<file path="config.mk">
export PLATFORM = sky130hd
export DESIGN_NAME = form_urlencoded_decoder
export DESIGN_NICKNAME = d
export VERILOG_FILES = /design/src/fud_pkg.sv /design/src/fud_decode.sv /design/src/fud_outbuf.sv /design/src/form_urlencoded_decoder.sv
export SDC_FILE = /design/constraint.sdc
export NUM_CORES = 1
export LEC_CHECK = 0
export ABC_CLOCK_PERIOD_IN_PS = 4250
export BUFFER_PORTS_ARGS = -buffer_cell sky130_fd_sc_hd__buf_2
export CORE_MARGIN = 5
export CORE_UTILIZATION = 34
export CTS_BUF_LIST = sky130_fd_sc_hd__clkbuf_8 sky130_fd_sc_hd__clkbuf_16
export DETAILED_ROUTE_END_ITERATION = 7
export PLACE_DENSITY = 0.55
export SETUP_SLACK_MARGIN = 0.4
export SLEW_MARGIN = 20
export SYNTH_ARGS = -nofsm -noshare
export SYNTH_HDL_FRONTEND = slang
export SYNTH_SLANG_ARGS = --single-unit
</file>
<file path="constraint.sdc">
create_clock -name clk_i -period 4.25 [get_ports clk_i]
set_input_delay 1.0625 -clock clk_i [delete_from_list [all_inputs] [get_ports clk_i]]
set_output_delay 1.0625 -clock clk_i [all_outputs]
set_load 0.05 [all_outputs]
</file>
<file path="src/fud_pkg.sv">
// Shared types, character codes and helpers for the form body decoder.
package fud_pkg;

  localparam int unsigned MaxRes = 4;

  localparam logic [7:0] CHR_PCT   = 8'h25;
  localparam logic [7:0] CHR_PLUS  = 8'h2B;
  localparam logic [7:0] CHR_EQ    = 8'h3D;
  localparam logic [7:0] CHR_AMP   = 8'h26;
  localparam logic [7:0] CHR_SPACE = 8'h20;

  typedef enum logic [1:0] {
    KIND_BYTE      = 2'd0,
    KIND_KEY_END   = 2'd1,
    KIND_VALUE_END = 2'd2,
    KIND_EMPTY_END = 2'd3
  } kind_e;

  typedef enum logic [1:0] {
    HOLD_NONE  = 2'd0,
    HOLD_PCT   = 2'd1,
    HOLD_DIGIT = 2'd2
  } hold_e;

  typedef struct packed {
    logic [7:0] in_byte;
    logic       last_byte;
  } in_item_t;

  typedef struct packed {
    kind_e      out_kind;
    logic [7:0] out_byte;
    logic       run_last;
    logic       body_end;
  } out_item_t;

  typedef struct packed {
    kind_e      kind;
    logic [7:0] data;
  } res_t;

  typedef struct packed {
    res_t [MaxRes-1:0]         res;
    logic [$clog2(MaxRes+1)-1:0] cnt;
    logic                      body_end;
  } group_t;

  // 0..15 for a hex digit, 16 otherwise
  function automatic logic [4:0] hex_val(logic [7:0] c);
    logic [4:0] v;
    v = 5'd16;
    if (c inside {[8'h30:8'h39]}) v = 5'(c - 8'h30);
    else if (c inside {[8'h41:8'h46]}) v = 5'(c - 8'h37);
    else if (c inside {[8'h61:8'h66]}) v = 5'(c - 8'h57);
    return v;
  endfunction

endpackage

</file>
<file path="src/fud_decode.sv">
// Decode stage: percent/plus decoding, segment split and hold state.
module fud_decode (
  input  logic              clk_i,
  input  logic              rst_ni,
  input  logic              fire_i,
  input  fud_pkg::in_item_t item_i,
  output fud_pkg::group_t   group_o
);
  import fud_pkg::*;

  hold_e      hold_q, hold_d;
  logic [7:0] digit_q, digit_d;
  logic       seg_q, seg_d;

  logic [7:0] c;
  logic       last;
  logic [4:0] hv, hd;
  logic       fresh_hold;
  logic [7:0] fresh_byte;
  logic [7:0] cand [3];
  logic [1:0] n_cand;
  logic       seg;

  assign c          = item_i.in_byte;
  assign last       = item_i.last_byte;
  assign hv         = hex_val(c);
  assign hd         = hex_val(digit_q);
  assign fresh_hold = (c == CHR_PCT) && !last;
  assign fresh_byte = (c == CHR_PLUS) ? CHR_SPACE : c;

  always_comb begin
    hold_d  = HOLD_NONE;
    digit_d = digit_q;
    n_cand  = 2'd0;
    cand[0] = CHR_PCT;
    cand[1] = fresh_byte;
    cand[2] = fresh_byte;
    case (hold_q)
      HOLD_PCT: begin
        if (!hv[4] && !last) begin
          hold_d  = HOLD_DIGIT;
          digit_d = c;
        end else if (fresh_hold) begin
          hold_d = HOLD_PCT;
          n_cand = 2'd1;
        end else begin
          n_cand = 2'd2;
        end
      end
      HOLD_DIGIT: begin
        digit_d = '0;
        if (!hv[4]) begin
          cand[0] = {hd[3:0], hv[3:0]};
          n_cand  = 2'd1;
        end else begin
          cand[1] = digit_q;
          if (fresh_hold) begin
            hold_d = HOLD_PCT;
            n_cand = 2'd2;
          end else begin
            n_cand = 2'd3;
          end
        end
      end
      default: begin
        cand[0] = fresh_byte;
        if (fresh_hold) hold_d = HOLD_PCT;
        else n_cand = 2'd1;
      end
    endcase
    if (last) digit_d = '0;
  end

  always_comb begin
    group_o = '0;
    seg     = seg_q;
    for (int i = 0; i < 3; i++) begin
      if (2'(i) < n_cand) begin
        if (cand[i] == CHR_EQ) begin
          group_o.res[i].kind = KIND_KEY_END;
          seg = 1'b0;
        end else if (cand[i] == CHR_AMP) begin
          group_o.res[i].kind = KIND_VALUE_END;
          seg = 1'b0;
        end else begin
          group_o.res[i].kind = KIND_BYTE;
          group_o.res[i].data = cand[i];
          seg = 1'b1;
        end
      end
    end
    group_o.cnt = {1'b0, n_cand};
    seg_d       = seg;
    if (last) begin
      group_o.res[n_cand].kind = seg ? KIND_VALUE_END : KIND_EMPTY_END;
      group_o.cnt              = {1'b0, n_cand} + 3'd1;
      group_o.body_end         = 1'b1;
      seg_d                    = 1'b0;
    end
  end

  always_ff @(posedge clk_i or negedge rst_ni) begin
    if (!rst_ni) begin
      hold_q  <= HOLD_NONE;
      digit_q <= '0;
      seg_q   <= 1'b0;
    end else if (fire_i) begin
      hold_q  <= hold_d;
      digit_q <= digit_d;
      seg_q   <= seg_d;
    end
  end

endmodule

</file>
<file path="src/fud_outbuf.sv">
// Result buffer: holds one item's results and hands them out one per cycle while out_stall_i is low.
module fud_outbuf (
  input  logic                clk_i,
  input  logic                rst_ni,
  input  logic                load_i,
  input  fud_pkg::group_t     group_i,
  output logic                ready_o,
  output logic                out_valid_o,
  input  logic                out_stall_i,
  output fud_pkg::out_item_t  out_item_o
);
  import fud_pkg::*;

  group_t     group_q;
  logic [2:0] cnt_q;
  logic [1:0] idx_q;
  logic       is_final;
  logic       out_fire;

  assign out_valid_o = (cnt_q != 3'd0);
  assign is_final    = ({1'b0, idx_q} + 3'd1) == cnt_q;
  assign out_fire    = out_valid_o && !out_stall_i;
  assign ready_o     = !out_valid_o || (out_fire && is_final);

  assign out_item_o.out_kind = group_q.res[idx_q].kind;
  assign out_item_o.out_byte = group_q.res[idx_q].data;
  assign out_item_o.run_last = is_final;
  assign out_item_o.body_end = is_final && group_q.body_end;

  always_ff @(posedge clk_i or negedge rst_ni) begin
    if (!rst_ni) begin
      cnt_q <= '0;
      idx_q <= '0;
    end else if (load_i) begin
      cnt_q <= group_i.cnt;
      idx_q <= '0;
    end else if (out_fire) begin
      if (is_final) cnt_q <= '0;
      else idx_q <= idx_q + 2'd1;
    end
  end

  always_ff @(posedge clk_i) begin
    if (load_i) group_q <= group_i;
  end

endmodule

</file>
<file path="src/form_urlencoded_decoder.sv">
// Top level of the form body decoder.
// Decodes an application/x-www-form-urlencoded body one byte per item: "%XX" (either case)
// becomes one byte, '+' a space, and decoded '=' and '&' close key and value segments; at
// the last byte a value-end or empty-tail marker follows. Each input item yields zero to
// four results, delivered one per cycle from a result buffer with run_last on the final
// one. A new item is taken in the same cycle the buffer hands out its final result, so
// the block sustains one item per cycle while items give at most one result and out_stall_i
// stays low; an item with several results keeps the output busy until its run_last one is taken.
module form_urlencoded_decoder (
  input  logic               clk_i,
  input  logic               rst_ni,
  input  logic               in_valid_i,
  output logic               in_stall_o,
  input  fud_pkg::in_item_t  in_item_i,
  output logic               out_valid_o,
  input  logic               out_stall_i,
  output fud_pkg::out_item_t out_item_o
);
  import fud_pkg::*;

  group_t group;
  logic   ready;
  logic   in_fire;

  assign in_stall_o = !ready;
  assign in_fire    = in_valid_i && ready;

  fud_decode u_decode (
    .clk_i   (clk_i),
    .rst_ni  (rst_ni),
    .fire_i  (in_fire),
    .item_i  (in_item_i),
    .group_o (group)
  );

  fud_outbuf u_outbuf (
    .clk_i       (clk_i),
    .rst_ni      (rst_ni),
    .load_i      (in_fire),
    .group_i     (group),
    .ready_o     (ready),
    .out_valid_o (out_valid_o),
    .out_stall_i (out_stall_i),
    .out_item_o  (out_item_o)
  );

  a_end_is_run_last: assert property (@(posedge clk_i) disable iff (!rst_ni)
    out_valid_o && out_item_o.body_end |-> out_item_o.run_last)
    else $error("body end not on last result of item");

  a_end_kind: assert property (@(posedge clk_i) disable iff (!rst_ni)
    out_valid_o && out_item_o.body_end |->
      (out_item_o.out_kind == KIND_VALUE_END || out_item_o.out_kind == KIND_EMPTY_END))
    else $error("body end on wrong result kind");

  a_marker_zero: assert property (@(posedge clk_i) disable iff (!rst_ni)
    out_valid_o && out_item_o.out_kind != KIND_BYTE |-> out_item_o.out_byte == 8'd0)
    else $error("marker result carries a byte");

  a_stall_busy: assert property (@(posedge clk_i) disable iff (!rst_ni)
    in_stall_o |-> out_valid_o)
    else $error("input stalled with empty buffer");

endmodule

</file>
== After elaboration in Yosys (flattened, before gate mapping) ==
Cells that the tools add are included.
Word-level totals
  bits of input ports: 13
  word-level logic and storage cells: 142
  register bits: 57
  output and inout bits: 14
Operators by class
  muxes and demuxes: 62
  $lt $le $gt $ge: 18
  reduce and logical (&&, ||, !) cells: 26
  equality and inequality tests: 13
  add/sub/neg operators: 9
Operator list (number)
  two-way mux 8 bit: 12
  == test 8 x 6 -> 1 bit, second input constant: 8
  two-way mux 10 bit: 5
  bitwise mux 40 bit: 1
  two-way mux 34 bit: 1
  greater-or-equal comparator 8 x 7 -> 1 bit, second input constant: 4
  <= comparator 8 x 7 -> 1 bit, second input constant: 4
  case mux 8 bit (2 select lines): 2
  two-way mux 2 bit: 14
  binary-select mux 10 bit (select 2 bit): 1
  demux 10 bit (select 2 bit): 1
  greater-or-equal comparator 8 x 6 -> 1 bit, second input constant: 2
  <= comparator 8 x 6 -> 1 bit, second input constant: 2
  two-way mux 5 bit: 3
  subtractor 5 bit, second input constant: 3
  two-way mux 1 bit: 14
  logical AND 1 bit: 13
  two-way mux 4 bit: 3
  two-way mux 3 bit: 3
  case mux 2 bit (2 select lines): 2
  subtractor 4 x 3 -> 4 bit, second input constant: 2
  adder 2 x 1 -> 3 bit, second input constant: 2
  < comparator 2 x 3 -> 1 bit, second input constant: 2
  nonzero test 3 bit: 2
  15 further kinds: 22

== Depth between registers and ports, before layout ==
  depth in word-level cells: 17
  mapped depth: 16

== Modules after synthesis ==
A second synthesis with hierarchy kept.
Second synthesis, totals
  cells, all modules: 363
  area, all modules: 3739.8 µm²
By module, submodules not included
  fud_decode: times used 1, cells an instance 275, area an instance 1950.6 µm²
  fud_outbuf: times used 1, cells an instance 86, area an instance 1779.2 µm²
  form_urlencoded_decoder: times used 1, cells an instance 2, area an instance 10.0 µm²

== Worst setup path after synthesis ==
No wires, ideal clock.
  path kind: input to register
  start point: in in_item_i[2] in the netlist's numbering
  end point: reg u_outbuf.group_q[12] in the netlist's numbering, data pin
  stages: 16
  slack: 0.386 ns
  arrival: 3.592 ns
  setup time: 0.272 ns
  cell sequence: buf_4 inv_1 ha_1 nor3b_2 a211oi_2 a21o_4 a21o_1 buf_2 a21oi_1 inv_1 ha_1 buf_1 nand2b_1 a21oi_1 o31ai_2 o32ai_1
RTL lines
  start, declared: RTL line form_urlencoded_decoder.sv:14  | input fud_pkg::in_item_t in_item_i,
  end signal, assigned: RTL line fud_outbuf.sv:44  | if (load_i) group_q <= group_i;
  end, declared: RTL line fud_outbuf.sv:14  | group_t group_q;

==> results.tsv <==
stage	metric	value	unit
global_route	grt ovf	0	
synthesis	synth top area cells	edfxtp_1 (30%), dfrtp_1 (12%), ha_1 (6.5%)	
layout	Ant. Diodes	0	
place	Final HPWL DP	6660	um
synthesis	syn_nets	385	
sta	Setup Skew	0.0135	ns
synthesis	Seq/Total Area, Yosys	42.3	%
worst_setup_path	critical path peak fanout	12	
floorplanning	Core Footprint	9590	um^2
global_route	largest net degree at the start of global routing	35	
synthesis	top cell type's share of synthesized area	30.1	%
sta	unrepaired setup endpoints after global routing	no	
sta	fin crit period	3.71	ns
drt	drt first pass iters	5	
worst_setup_path	CP Class	primary input to register	
drt	Antenna Nets Post-Route	0	
global_route	Tot GR Track Use	15.4	%
drt	WL met1	4220	um
pwr	PD cells	559	nW/um^2
floorplanning	initial core utilization	34.3	%
worst_setup_path	Reg2Reg Depth	12	
global_route	initial antenna violation count	0	
job	# Max-Cap Violations	0	
clocking	CTS tree	built	
sta	achievable frequency	0.270	GHz
global_route	vias in the first global route	2639	
synthesis	Synth Warn #	0	
min_path	Hold Crit Depth	1	
clocking	Worst-Skew Late Latency	0.31	ns
worst_setup_path	critical path capture point type	register	
sta	slew margin rel.	56.7	%
pwr	Leak	1.48	nW
outcome	status	complete, no violations	
pwr	Pwr Total	2.08	mW
drt	met2 wire len	4050	um
worst_setup_path	Worst Setup Start Kind	primary input	
sta	fin crit share	87.3	%
drt	DR iter-0 viols	114	
drt	WL met3	304	um
min_path	min-delay worst type	register to register	
global_route	first-pass GRT wire length	14000	um
synthesis	Synth top cells by count	nand2_1 (52), nor2_1 (36), edfxtp_1 (33)	
place	Buffers on Ports	26	
worst_setup_path	Arrival @ worst endpoint	3.89	ns
synthesis	flop and latch count out of synthesis	49	
clocking	H-tree levels	2	
drt	routed vias/inst	5.26	
sta	final number of hold-violating endpoints	0	
drt	final WL	8720	um
clocking	clk root buf	clkbuf_8	
synthesis	Yosys cell types	65	
drt	# DRC	0	
floorplanning	row count	36	
layout	Fillers	971	
synthesis	Async S/R FF share, synth	32.7	%
layout	# nets final	411	
place	global placement routability congestion	0.850	
synthesis	cell taking the most area after synthesis	edfxtp_1	
layout	Multi-input gate area	1770	um^2
layout	Register Area	1390	um^2
synthesis	Cells after Synth	355	
floorplanning	Chip Height	108	um
clocking	clock buffer depth	2	
clocking	CTS buffer count	5	
clocking	# clock sinks	49	
clocking	CTS clock-pin slew for the worst setup and hold paths	0.09	ns
pwr	VDD IR max	230	uV
synthesis	Post-synth EDFFs	33	
drt	routed len/inst	16.9	um
layout	P&R area growth vs syn	13.0	%
sta	Slew @ Worst Pin	0.647	ns
sta	Max Transition Viols Final	0	
floorplanning	Die W	108	um
drt	Vias	2708	
drt	max layer used	met4	
floorplanning	die area	11700	um^2
synthesis	mapped cell area	3290	um^2
sta	Setup TNS	0	ns
layout	share of layout cells above drive strength 1	17.3	%
synthesis	top_reg_cell synth	edfxtp_1	
synthesis	mean post-synth cell area	9.27	um^2
sta	Final setup viols	0	
worst_setup_path	worst endpoint required time	4.43	ns
floorplanning	I/O pin total	27	
synthesis	count leader, synth	nand2_1	
==> report_power, final <==
part | switching [mW] | internal [mW] | total [mW]
clock | 0.163 | 0.173 | 0.336
combinational | 0.687 | 0.269 | 0.956
sequential | 0.109 | 0.678 | 0.787
==> per-stage QoR <==
stage	instances	instance area [um^2]	utilization [%]	worst slack, ns	hold WS [ns]
6_report	515	3720	38.8	0.540	0.516
3_5_place_dp	505	3570	37.2	0.138	0.483
3_3_place_gp	505	3570	37.2	0.211	0.483
5_1_grt	515	3720	38.8	0.387	0.521
4_1_cts	513	3680	38.3	0.443	0.512
2_1_floorplan	355	3290	-	0.441	0.464
==> flip-flops by register name, indices dropped and copies added (netlist names) <==
signal            cells
u_decode.digit_q      8
u_decode.hold_q       2
u_decode.seg_q        1
u_outbuf.cnt_q        3
u_outbuf.group_q     33
u_outbuf.idx_q        2
==> layout make-up <==
cell class / count / area share (%)
Clock inverter: 3 / 1.04
Inverter: 17 / 1.72
Timing Repair Buffer: 38 / 5.99
Sequential cell: 49 / 37.4
Tap cell: 133 / 4.48
Clock buffer: 5 / 1.85
Multi-Input combinational cell: 270 / 47.5
==> metal layers <==
layer  up-vias  track usage, %
met1      1295            21.5
li1       1335               -
met4         0            4.51
met5         -               0
met3        12            2.03
met2        66            25.1
==> worst paths after layout <==
check | startpoint | end | slack (ns)
max in group asynchronous | rst_ni | u_decode.hold_q[0]$_DFFE_PN0P_ | 3.29
max reg2reg | u_decode.digit_q[0]$_DFFE_PN0P_ | u_outbuf.group_q[32]$_DFFE_PP_ | 0.87
min reg2reg | u_decode.seg_q$_DFFE_PN0P_ | u_decode.seg_q$_DFFE_PN0P_ | 0.52
min | u_decode.seg_q$_DFFE_PN0P_ | u_decode.seg_q$_DFFE_PN0P_ | 0.52
max | in_item_i[2] | u_outbuf.group_q[32]$_DFFE_PP_ | 0.54
min in group asynchronous | rst_ni | u_decode.digit_q[5]$_DFFE_PN0P_ | 0.66
==> cells in the final DEF, fill, tap and decap left out, types with 3 or more instances in the layout <==
cell type and n:
nand4_1 4, nand2b_1 6, and3_1 5, nand2_1 52, nor2b_1 4, nor2_1 36
edfxtp_1 33, and2_1 3, a31oi_1 3, nand3_1 16, buf_4 12, clkbuf_8 5
o21ai_0 30, mux2i_1 9, dfrtp_1 16, ha_1 15, inv_1 17, a21o_1 4
a22o_1 3, buf_2 25, a21oi_1 18, xnor2_1 3, nor3_1 5, o31ai_1 3
==> timing repair <==
item                                    in CTS  in global routing
hold buffers                                 0                  0
endpoints found under the setup margin       0                  5
resized for setup                            0                  8
hold endpoints to repair                     0                  0
setup buffers                                0                  2
==> critical path, cell delays in order <==
cell	delay [ns]
clkbuf_4	0.19
inv_1	0.10
ha_2	0.21
nor3b_2	0.24
a211oi_2	0.09
a21o_4	0.23
and4bb_4	0.21
a22o_1	0.23
or4_4	0.58
a2111oi_4	0.41
buf_4	0.17
o21ai_1	0.07
nand3_1	0.09
==> cells by family (layout without fill, tap and decap cells) <==
kind of cell | count (synthesis) | after routing | synth area share (%)
adder cells (fa/ha/maj) | 17 | 17 | 6.46
flip-flops | 49 | 49 | 42.3
AO/OA/AOI/OAI | 87 | 87 | 18.0
AND/OR/NAND/NOR | 150 | 150 | 22.9
XOR/XNOR | 5 | 5 | 1.33
multiplexers | 11 | 11 | 4.11
buffers and inverters | 36 | 63 | 4.90
(Power assumes the default switching activity.)
